--- src/sv/life_generation_stream_core_macros.svh ---
// -----------------------------------------------------------------------------
// Assertion macros for the life generation stream core
// Shared property forms used by the top level's checks.
// -----------------------------------------------------------------------------
`ifndef LIFE_GENERATION_STREAM_CORE_MACROS_SVH
`define LIFE_GENERATION_STREAM_CORE_MACROS_SVH

// same-cycle implication
`define LGS_ASSERT_IMPL(label, clk, rst, ante, cons) \
  label: assert property (@(posedge clk) disable iff (rst) (ante) |-> (cons)) \
    else $error("lgs: same-cycle check failed");

// next-cycle implication
`define LGS_ASSERT_NEXT(label, clk, rst, ante, cons) \
  label: assert property (@(posedge clk) disable iff (rst) (ante) |=> (cons)) \
    else $error("lgs: next-cycle check failed");

`endif

--- src/sv/lgs_pkg.sv ---
// -----------------------------------------------------------------------------
// lgs_pkg
// Types, constants and helpers shared by the life generation stream core.
// -----------------------------------------------------------------------------
package lgs_pkg;

  localparam int MAX_DIM_DEFAULT = 1024;
  localparam int GRID_W          = 11;
  localparam int COLOR_W         = 32;
  localparam int GEN_W           = 16;
  localparam int CFG_IDX_W       = 2;

  localparam logic [GRID_W-1:0]  GRID_RESET   = 11'd1024;
  localparam logic [COLOR_W-1:0] COLOR_RESET  = 32'hFFFF_00FF;
  localparam logic [GEN_W-1:0]   MAXGEN_RESET = 16'd1;
  localparam logic [GEN_W-1:0]   GEN_SAT      = 16'hFFFF;
  localparam int                 GRID_MIN     = 3;

  localparam logic [CFG_IDX_W-1:0] REG_GRID_SIZE  = 2'd0;
  localparam logic [CFG_IDX_W-1:0] REG_LIVE_COLOR = 2'd1;
  localparam logic [CFG_IDX_W-1:0] REG_MAX_GEN    = 2'd2;

  // per-item decode handed from front to back
  typedef struct packed {
    logic ra;     // row above exists
    logic rb;     // two rows above exist
    logic live;   // incoming cell live
    logic match;  // incoming pixel equals live colour
    logic drain;  // drain item, no store write
    logic emit;   // item releases a result
    logic last;   // result closes the frame
    logic col0;   // column 0: right column is off-grid
    logic col1;   // column 1: left column is off-grid
  } lgs_flags_t;

  localparam int FLAGS_W = $bits(lgs_flags_t);

  function automatic logic [1:0] pop3(input logic [2:0] v);
    pop3 = {1'b0, v[0]} + {1'b0, v[1]} + {1'b0, v[2]};
  endfunction

endpackage

--- src/sv/life_generation_stream_core.sv ---
// Order: a cell's result is released by a later item, which passes the queue, the store
//   read and the output register; that item comes grid_size+1 items after the cell itself.
// Throughput: one item per cycle unless out_ready stalls, set by the line store (a read and a write per cycle).
// Reset: control state clears at once, then a pass over all MAX_DIM store entries zeroes the
//   line stores; in_ready stays low during the pass, configuration writes are taken throughout.
// -----------------------------------------------------------------------------
// life_generation_stream_core
// Streams one B3/S23 generation of a square grid in raster order.
// -----------------------------------------------------------------------------
`include "life_generation_stream_core_macros.svh"

module life_generation_stream_core #(
  parameter int MAX_DIM = lgs_pkg::MAX_DIM_DEFAULT
) (
  input  logic                           clk,
  input  logic                           rst,
  // input items
  input  logic                           in_valid,
  output logic                           in_ready,
  input  logic                           kind,
  input  logic [31:0]                    pixel,
  // results
  output logic                           out_valid,
  input  logic                           out_ready,
  output logic [31:0]                    cell_value,
  output logic                           changed,
  output logic                           frame_last,
  output logic                           frame_stable,
  output logic                           run_done,
  output logic [15:0]                    generations_taken,
  // register writes
  input  logic                           cfg_valid,
  output logic                           cfg_ready,
  input  logic [lgs_pkg::CFG_IDX_W-1:0]  cfg_index,
  input  logic [31:0]                    cfg_data
);
  import lgs_pkg::*;

  localparam int AW = $clog2(MAX_DIM);

  // configuration registers
  logic [GRID_W-1:0]  grid_size;
  logic [COLOR_W-1:0] live_color;
  logic [GEN_W-1:0]   max_generations;

  assign cfg_ready = 1'b1;

  always_ff @(posedge clk) begin
    if (rst) begin
      grid_size       <= GRID_RESET;
      live_color      <= COLOR_RESET;
      max_generations <= MAXGEN_RESET;
    end else if (cfg_valid && cfg_ready) begin
      case (cfg_index)
        REG_GRID_SIZE:  grid_size       <= cfg_data[GRID_W-1:0];
        REG_LIVE_COLOR: live_color      <= cfg_data;
        REG_MAX_GEN:    max_generations <= cfg_data[GEN_W-1:0];
        default: ;
      endcase
    end
  end

  // front: position tracking and item decode
  logic          push_valid, q_not_full, q_not_empty, q_pop, clear_busy;
  logic [AW-1:0] push_col, q_col;
  lgs_flags_t    push_flags, q_flags;

  lgs_front #(.MAX_DIM(MAX_DIM), .AW(AW)) u_front (
    .clk        (clk),
    .rst        (rst),
    .in_valid   (in_valid),
    .in_ready   (in_ready),
    .kind       (kind),
    .pixel      (pixel),
    .grid_size  (grid_size),
    .live_color (live_color),
    .hold       (clear_busy),
    .push_ready (q_not_full),
    .push_valid (push_valid),
    .push_col   (push_col),
    .push_flags (push_flags)
  );

  // decoupling queue: each transfer carries column plus decode flags
  logic [AW+FLAGS_W-1:0] q_head;

  lgs_queue #(.W(AW + FLAGS_W)) u_queue (
    .clk       (clk),
    .rst       (rst),
    .push      (push_valid),
    .push_data ({push_col, push_flags}),
    .not_full  (q_not_full),
    .not_empty (q_not_empty),
    .pop       (q_pop),
    .head      (q_head)
  );

  assign q_col   = q_head[AW+FLAGS_W-1:FLAGS_W];
  assign q_flags = lgs_flags_t'(q_head[FLAGS_W-1:0]);

  // back: line stores, window, rule, frame statistics
  lgs_back #(.MAX_DIM(MAX_DIM), .AW(AW)) u_back (
    .clk               (clk),
    .rst               (rst),
    .q_valid           (q_not_empty),
    .q_col             (q_col),
    .q_flags           (q_flags),
    .q_pop             (q_pop),
    .live_color        (live_color),
    .max_generations   (max_generations),
    .clear_busy        (clear_busy),
    .out_valid         (out_valid),
    .out_ready         (out_ready),
    .cell_value        (cell_value),
    .changed           (changed),
    .frame_last        (frame_last),
    .frame_stable      (frame_stable),
    .run_done          (run_done),
    .generations_taken (generations_taken)
  );

  // checks
  `LGS_ASSERT_IMPL(a_no_in_while_clear, clk, rst, clear_busy, !in_ready)
  `LGS_ASSERT_IMPL(a_done_only_on_last, clk, rst, out_valid && !frame_last,
                   !run_done && !frame_stable && generations_taken == 16'd0)
  `LGS_ASSERT_IMPL(a_stable_ends_run, clk, rst, out_valid && frame_stable, run_done)
  `LGS_ASSERT_IMPL(a_unstable_takes_zero, clk, rst, out_valid && !frame_stable,
                   generations_taken == 16'd0)

endmodule

--- src/sv/lgs_front.sv ---
// -----------------------------------------------------------------------------
// lgs_front
// Accepts items, tracks row/column position and classifies each transfer.
// -----------------------------------------------------------------------------
module lgs_front #(
  parameter int MAX_DIM = lgs_pkg::MAX_DIM_DEFAULT,
  parameter int AW      = $clog2(MAX_DIM)
) (
  input  logic                        clk,
  input  logic                        rst,
  input  logic                        in_valid,
  output logic                        in_ready,
  input  logic                        kind,
  input  logic [31:0]                 pixel,
  input  logic [lgs_pkg::GRID_W-1:0]  grid_size,
  input  logic [lgs_pkg::COLOR_W-1:0] live_color,
  input  logic                        hold,
  input  logic                        push_ready,
  output logic                        push_valid,
  output logic [AW-1:0]               push_col,
  output lgs_pkg::lgs_flags_t         push_flags
);
  import lgs_pkg::*;

  localparam int NW = $clog2(MAX_DIM + 1);
  localparam int GW = (NW > GRID_W) ? NW + 1 : GRID_W + 1;

  logic [AW-1:0] column_count;
  logic [NW-1:0] row_count;
  logic          tail_pending;

  logic [GW-1:0] grid_ext, n;
  logic [AW-1:0] c;
  logic [NW-1:0] r;
  logic          accept, drain, skip, in_grid, last, emit;
  logic [31:0]   eff;

  always_comb begin
    grid_ext = GW'(grid_size);
    if (grid_ext < GW'(GRID_MIN)) n = GW'(GRID_MIN);
    else if (grid_ext > GW'(MAX_DIM)) n = GW'(MAX_DIM);
    else n = grid_ext;
    c = (GW'(column_count) >= GW'(MAX_DIM)) ? '0 : column_count;
    r = row_count;
    drain   = (r == '0) && (c == '0) && kind;
    skip    = drain && !tail_pending;
    in_grid = GW'(r) < n;
    eff     = (!drain && in_grid && !kind) ? pixel : 32'd0;
    if (c == '0) begin
      emit = (r >= NW'(2)) || tail_pending;
      last = tail_pending && (r == '0);
    end else begin
      emit = (r >= NW'(1));
      last = 1'b0;
    end
  end

  assign in_ready   = push_ready && !hold;
  assign accept     = in_valid && in_ready;
  assign push_valid = accept && !skip;
  assign push_col   = c;

  always_comb begin
    push_flags.ra    = r >= NW'(1);
    push_flags.rb    = r >= NW'(2);
    push_flags.live  = eff != 32'd0;
    push_flags.match = eff == live_color;
    push_flags.drain = drain;
    push_flags.emit  = emit;
    push_flags.last  = last;
    push_flags.col0  = c == '0;
    push_flags.col1  = c == AW'(1);
  end

  always_ff @(posedge clk) begin
    if (rst) begin
      column_count <= '0;
      row_count    <= '0;
      tail_pending <= 1'b0;
    end else if (accept) begin
      if (last || drain) tail_pending <= 1'b0;
      if (!drain) begin
        if (GW'(c) + GW'(1) >= n) begin
          column_count <= '0;
          if (!in_grid) begin
            row_count    <= '0;
            tail_pending <= 1'b1;
          end else begin
            row_count <= r + NW'(1);
          end
        end else begin
          column_count <= c + AW'(1);
        end
      end
    end
  end

endmodule

--- src/sv/lgs_queue.sv ---
// -----------------------------------------------------------------------------
// lgs_queue
// Two-entry queue between front and back.
// -----------------------------------------------------------------------------
module lgs_queue #(
  parameter int W = 8
) (
  input  logic         clk,
  input  logic         rst,
  input  logic         push,
  input  logic [W-1:0] push_data,
  output logic         not_full,
  output logic         not_empty,
  input  logic         pop,
  output logic [W-1:0] head
);
  logic [W-1:0] slot [2];
  logic         wr_ptr, rd_ptr;
  logic [1:0]   count;

  assign not_full  = count != 2'd2;
  assign not_empty = count != 2'd0;
  assign head      = slot[rd_ptr];

  always_ff @(posedge clk) begin
    if (push) slot[wr_ptr] <= push_data;
  end

  always_ff @(posedge clk) begin
    if (rst) begin
      wr_ptr <= 1'b0;
      rd_ptr <= 1'b0;
      count  <= 2'd0;
    end else begin
      if (push) wr_ptr <= !wr_ptr;
      if (pop)  rd_ptr <= !rd_ptr;
      case ({push, pop})
        2'b10:   count <= count + 2'd1;
        2'b01:   count <= count - 2'd1;
        default: count <= count;
      endcase
    end
  end

endmodule

--- src/sv/lgs_back.sv ---
// -----------------------------------------------------------------------------
// lgs_back
// Line stores, 3x3 window, rule evaluation, frame statistics, output register.
// -----------------------------------------------------------------------------
module lgs_back #(
  parameter int MAX_DIM = lgs_pkg::MAX_DIM_DEFAULT,
  parameter int AW      = $clog2(MAX_DIM)
) (
  input  logic                        clk,
  input  logic                        rst,
  input  logic                        q_valid,
  input  logic [AW-1:0]               q_col,
  input  lgs_pkg::lgs_flags_t         q_flags,
  output logic                        q_pop,
  input  logic [lgs_pkg::COLOR_W-1:0] live_color,
  input  logic [lgs_pkg::GEN_W-1:0]   max_generations,
  output logic                        clear_busy,
  output logic                        out_valid,
  input  logic                        out_ready,
  output logic [31:0]                 cell_value,
  output logic                        changed,
  output logic                        frame_last,
  output logic                        frame_stable,
  output logic                        run_done,
  output logic [15:0]                 generations_taken
);
  import lgs_pkg::*;

  // [1:0] upper line {match, live}, [3:2] line two rows up
  logic [3:0] row_store [MAX_DIM];
  logic [3:0] rdata;
  logic [AW-1:0] clear_addr;

  logic          b1_valid;
  logic [AW-1:0] b1_col;
  lgs_flags_t    b1_flags;

  logic [8:0]       window;
  // match bit of the window's right column; it becomes the centre's on the next shift
  logic             right_match;
  logic             frame_unchanged;
  logic [GEN_W-1:0] generation_count;

  logic             out_free, fire, mem_we;
  logic [AW-1:0]    mem_wa;
  logic [3:0]       mem_wd;
  logic [1:0]       a, b;
  logic [8:0]       window_next;
  logic [2:0]       lcol, mcol, rcol;
  logic [2:0]       count;
  logic             next_live, chg, stable, done;
  logic [GEN_W-1:0] g;

  assign out_free = !out_valid || out_ready;
  assign fire     = b1_valid && out_free;
  assign q_pop    = q_valid && (!b1_valid || fire);

  always_comb begin
    a = b1_flags.ra ? rdata[1:0] : 2'b00;
    b = b1_flags.rb ? rdata[3:2] : 2'b00;
    window_next = {b1_flags.live, a[0], b[0], window[8:3]};
    lcol = window_next[2:0];
    mcol = window_next[5:3];
    rcol = window_next[8:6];
    if (b1_flags.col0) rcol = 3'b000;
    else if (b1_flags.col1) lcol = 3'b000;
    count = {1'b0, pop3(lcol)} + {1'b0, pop3(rcol)} + {2'b00, mcol[0]} + {2'b00, mcol[2]};
    next_live = (count == 3'd3) || (mcol[1] && count == 3'd2);
    chg       = next_live ? !right_match : mcol[1];
    stable    = frame_unchanged && !chg;
    g         = (generation_count < GEN_SAT) ? generation_count + GEN_W'(1) : generation_count;
    done      = stable || (g >= max_generations);
  end

  assign mem_we = clear_busy || (fire && !b1_flags.drain);
  assign mem_wa = clear_busy ? clear_addr : b1_col;
  assign mem_wd = clear_busy ? 4'b0000 : {a, b1_flags.match, b1_flags.live};

  always_ff @(posedge clk) begin
    if (mem_we) row_store[mem_wa] <= mem_wd;
    if (q_pop)  rdata <= row_store[q_col];
  end

  always_ff @(posedge clk) begin
    if (q_pop) begin
      b1_col   <= q_col;
      b1_flags <= q_flags;
    end
  end

  always_ff @(posedge clk) begin
    if (fire && b1_flags.emit) begin
      cell_value        <= next_live ? live_color : 32'd0;
      changed           <= chg;
      frame_last        <= b1_flags.last;
      frame_stable      <= b1_flags.last && stable;
      run_done          <= b1_flags.last && done;
      generations_taken <= (b1_flags.last && done && stable) ? g : 16'd0;
    end
  end

  always_ff @(posedge clk) begin
    if (rst) begin
      clear_busy       <= 1'b1;
      clear_addr       <= '0;
      b1_valid         <= 1'b0;
      out_valid        <= 1'b0;
      window           <= '0;
      right_match      <= 1'b0;
      frame_unchanged  <= 1'b1;
      generation_count <= '0;
    end else begin
      if (clear_busy) begin
        clear_addr <= clear_addr + AW'(1);
        if (clear_addr == AW'(MAX_DIM - 1)) clear_busy <= 1'b0;
      end
      if (q_pop) b1_valid <= 1'b1;
      else if (fire) b1_valid <= 1'b0;
      if (fire && b1_flags.emit) out_valid <= 1'b1;
      else if (out_ready) out_valid <= 1'b0;
      if (fire) begin
        window      <= window_next;
        right_match <= a[1];
        if (b1_flags.emit) begin
          if (b1_flags.last) begin
            frame_unchanged  <= 1'b1;
            generation_count <= done ? '0 : g;
          end else if (chg) begin
            frame_unchanged <= 1'b0;
          end
        end
      end
    end
  end

endmodule
--- config.mk ---
export PLATFORM = sky130hd
export DESIGN_NAME = life_generation_stream_core
export DESIGN_NICKNAME = d
export VERILOG_FILES = /design/src/sv/lgs_pkg.sv /design/src/sv/life_generation_stream_core.sv /design/src/sv/lgs_front.sv /design/src/sv/lgs_queue.sv /design/src/sv/lgs_back.sv
export VERILOG_INCLUDE_DIRS = /design/src /design/src/sv
export SDC_FILE = /design/constraint.sdc
export NUM_CORES = 2
export LEC_CHECK = 0
export BUFFER_PORTS_ARGS = -buffer_cell sky130_fd_sc_hd__buf_4
export CAP_MARGIN = 25
export CORE_MARGIN = 2
export CORE_UTILIZATION = 35
export CTS_CLUSTER_DIAMETER = 100
export DETAILED_ROUTE_END_ITERATION = 7
export HOLD_SLACK_MARGIN = 0.12
export PLACE_DENSITY_LB_ADDON = 0.25
export SYNTH_ARGS = -nofsm -noshare
export SYNTH_HDL_FRONTEND = slang
export SYNTH_MEMORY_MAX_BITS = 65536
export SYNTH_SLANG_ARGS = --single-unit
--- constraint.sdc ---
create_clock -name clk -period 94.7 [get_ports clk]
set_input_delay 0 -clock clk [delete_from_list [all_inputs] [get_ports clk]]
set_output_delay 0 -clock clk [all_outputs]
set_load 0.01 [all_outputs]
==> flow_summary.yaml <==
sta:
  fin_setup_tns_ns: 0
  setup_ws_ns: 88.19
  setup_viol: 0
  fin_crit_ns: 6.51
  rsz0062_at_grt: "false"
  fin_worst_skew_ns: 0.0693
  slew_headroom_pct: 10.9
  tightest_slew_ns: 1.34
  timing.fmax_mhz: 154
  hold_viol: 0
  drv_slew: 0
  period_share_pct: 6.87
route:
  viasPerCell: 5.67
  routed_wl_um: 458000
  drt_iter0_drc: 11519
  vias: 88901
  wl_per_cell_um: 29.2
  drcViolationCount: 0
  first_pass_iters: 8
  postRouteAntennaNets: 0
clock_tree:
  clk_pin_slew_ns: 0.06
  cts_buffers: 359
  cts_buffer_depth: 4
  clock_sinks: 3307
  cts_resized: 0
  cts_setup_buffers: 0
  cts_tree: "yes"
  clock_latency_ns: 0.97
  cts_hold_buf: 141
  htree_num_levels: 5
  clockRootBuffer: "clkbuf_16"
synth:
  synth-xor-area-share_pct: 0.346
  synthMuxAreaShare_pct: 7.13
  synth_area_um2: 136000
  synth_top_cells_by_count: "edfxtp_1, nand2_1, nor2_1"
  synth_most_common_cell: "edfxtp_1"
  synthArstFlopShare_pct: 0
  synth_area_leaders: "edfxtp_1, mux2i_1, nand2_1, nor2_1, mux4_2"
  synth_top_family_by_area: "simple AND/OR/NAND/NOR gates"
  synth_warnings: 0
  yosys.area.top_type: "edfxtp_1"
  yosys_register_bits: 3307
  avgSynthCellArea_um2: 13.7
  synth.top_cell.area_share_pct: 70.0
  synth_ff_type: "edfxtp_1"
  synth_compound_area_share_pct: 6.06
  seq_area_frac_synth_pct: 71.9
  syn_nets: 10118
  synthSimpleGateAreaFrac_pct: 11.5
  synth_fa_ha_area_share_pct: 0.508
  synth_edf_count: 3184
  synthCells: 9993
  synth.distinct_cells: 84
die:
  core-area_um2: 389000
  start_util_pct: 35.1
  row_count: 229
  io_pins: 127
  die_h_um: 628
  fp.dieArea_um2: 395000
  die_w_um: 628
grt:
  grt_max_degree: 217
  antenna_found_initial: 31
  grt_util_all_layers_pct: 22.4
  grt_pass1_vias: 86920
  grt-ovfl-total: 0
  grt_pass1_wl_um: 646000
placed_design:
  place_ws_ns: 88.31
  gp_congestion: 0.877
  port-buffer-count: 125
  dp_hpwl_um: 263000
critical_path:
  worstSetupPathType: "flop to flop"
  slowest_stage: "buf_4"
  worstPathArrival_ns: 7.16
  timing.critical_path.mode_cell: "buf_4"
  path_cells: "mux2i_4 -> inv_16 -> buf_12 -> buf_4 -> buf_4 -> mux4_2 -> nand2_1 -> o21ai_0 -> a21oi_1 -> nor2_1 -> a2111oi_2 -> o22ai_1 -> or4_1"
  cp_max_fo: 103
  max_stage_delay_ns: 0.79
  required_ns: 95.35
  end_kind: "flop"
  start_kind: "flop"
cells_and_area:
  drive_gt1_share_pct: 10.8
  fin_util_pct: 40.3
  fillCellCount: 35984
  area_growth_pct: 14.8
  final_nets: 10298
status:
  status: "finished, final reports clean"
run:
  maxCapViolations: 0
power_and_ir_drop:
  p_leak_nw: 53.3
  power.total_mw: 3.62
  peakVddDrop_mv: 0.0161
  p_per_area_nw_per_um2: 23.1
hold_path:
  hp-class: "primary input to flop"
critical path: cells and delay by family (launching register included):
family | cells | cell delay [ns]
flops | 1 | 0.61
buf+inv | 4 | 2.40
compound gates | 4 | 1.17
simple gates | 3 | 0.90
mux | 2 | 0.78
flip-flops by register name, indices dropped and copies added, names as in the netlist, 6 cells and up, named ones only:
register and count:
grid_size 11, live_color 32, max_generations 16, u_back.b1_col 10, u_back.b1_flags 9, u_back.cell_value 32, u_back.clear_addr 10, u_back.generation_count 16
u_back.generations_taken 16, u_back.row_store 3072, u_back.window 6, u_front.push_col 10, u_front.r 11, u_queue.slot 38
kinds of logic (layout without fill, tap and decap cells):
kind of cell	Yosys count	in the layout
other	1	12
adders and majority gates	53	53
xor gates and xnor gates	54	54
AOI/OAI and AO/OA	1246	1246
and+or+nand+nor	3722	3722
DFF	3307	3307
muxes	805	805
buffers and inverters	805	1284
path summary, 6_finish.rpt:
kind | start | endpoint | slack (ns) | depth (start not counted)
hold / removal | in_valid | u_front.tail_pending | 0.27 | 6
setup / recovery | flop | u_back.rdata[0] | 88.19 | 13
setup reg to reg | flop | u_back.rdata[0] | 88.19 | 13
hold reg to reg | max_generations[5] | max_generations[5] | 0.46 | 2
metrics by stage:
step	std cells	hold slack, ns	area [µm²]
floorplan	9993	0.118	136000
global placement	14845	0.218	143000
detailed placement	14862	0.222	144000
CTS	15663	0.203	157000
global route	15670	0.270	157000
finish	15680	0.269	157000
power breakdown:
group / internal (mW) / total, mW / switching, mW
Combinational: 0.158 / 0.633 / 0.474
Sequential: 1.59 / 1.60 / 0.00781
Clock: 0.804 / 1.39 / 0.589
Total: 2.55 / 3.62 / 1.07
metal layers:
metal  routed length (µm)  up-vias  track usage, %
met4                17600        6            7.82
met2               213000     4645            36.0
met5                   33        -               0
met1               184000    45547            30.3
li1                     -    37898               -
met3                43300      805            4.25
placed cells by master, fill, tap and decap left out, drive strengths merged, types with 13 or more instances in the layout:
master	instances
nand3	519
o21ai	133
nor4bb	16
buf	416
and3	58
a311oi	66
and2	44
dfxtp	123
clkinv	156
a2111oi	21
mux2	15
a31oi	102
xnor2	37
a21oi	382
ha	49
o311ai	13
edfxtp	3184
nand4	79
nand2b	17
dlygate4sd3	141
inv	77
a32oi	17
nor2	1185
o22ai	165
nand2	1592
nor4	22
xor2	17
bufinv	33
clkbuf	455
o221ai	198
mux2i	659
a21o	23
mux4	131
nor3	113
nand3b	29
o211ai	15
o32ai	22
area by class of cell:
class,instances,area [µm²],share of cell area [%]
Timing Repair Buffer,558,4880,3.11
Tap cell,5197,6500,4.15
Clock inverter,206,2010,1.28
Clock buffer,454,9530,6.08
Inverter,66,289,0.184
Sequential cell,3307,98100,62.6
Antenna cell,11,27.5,0.0176
Multi-Input combinational cell,5881,35300,22.6
(Power assumes the default switching activity.)
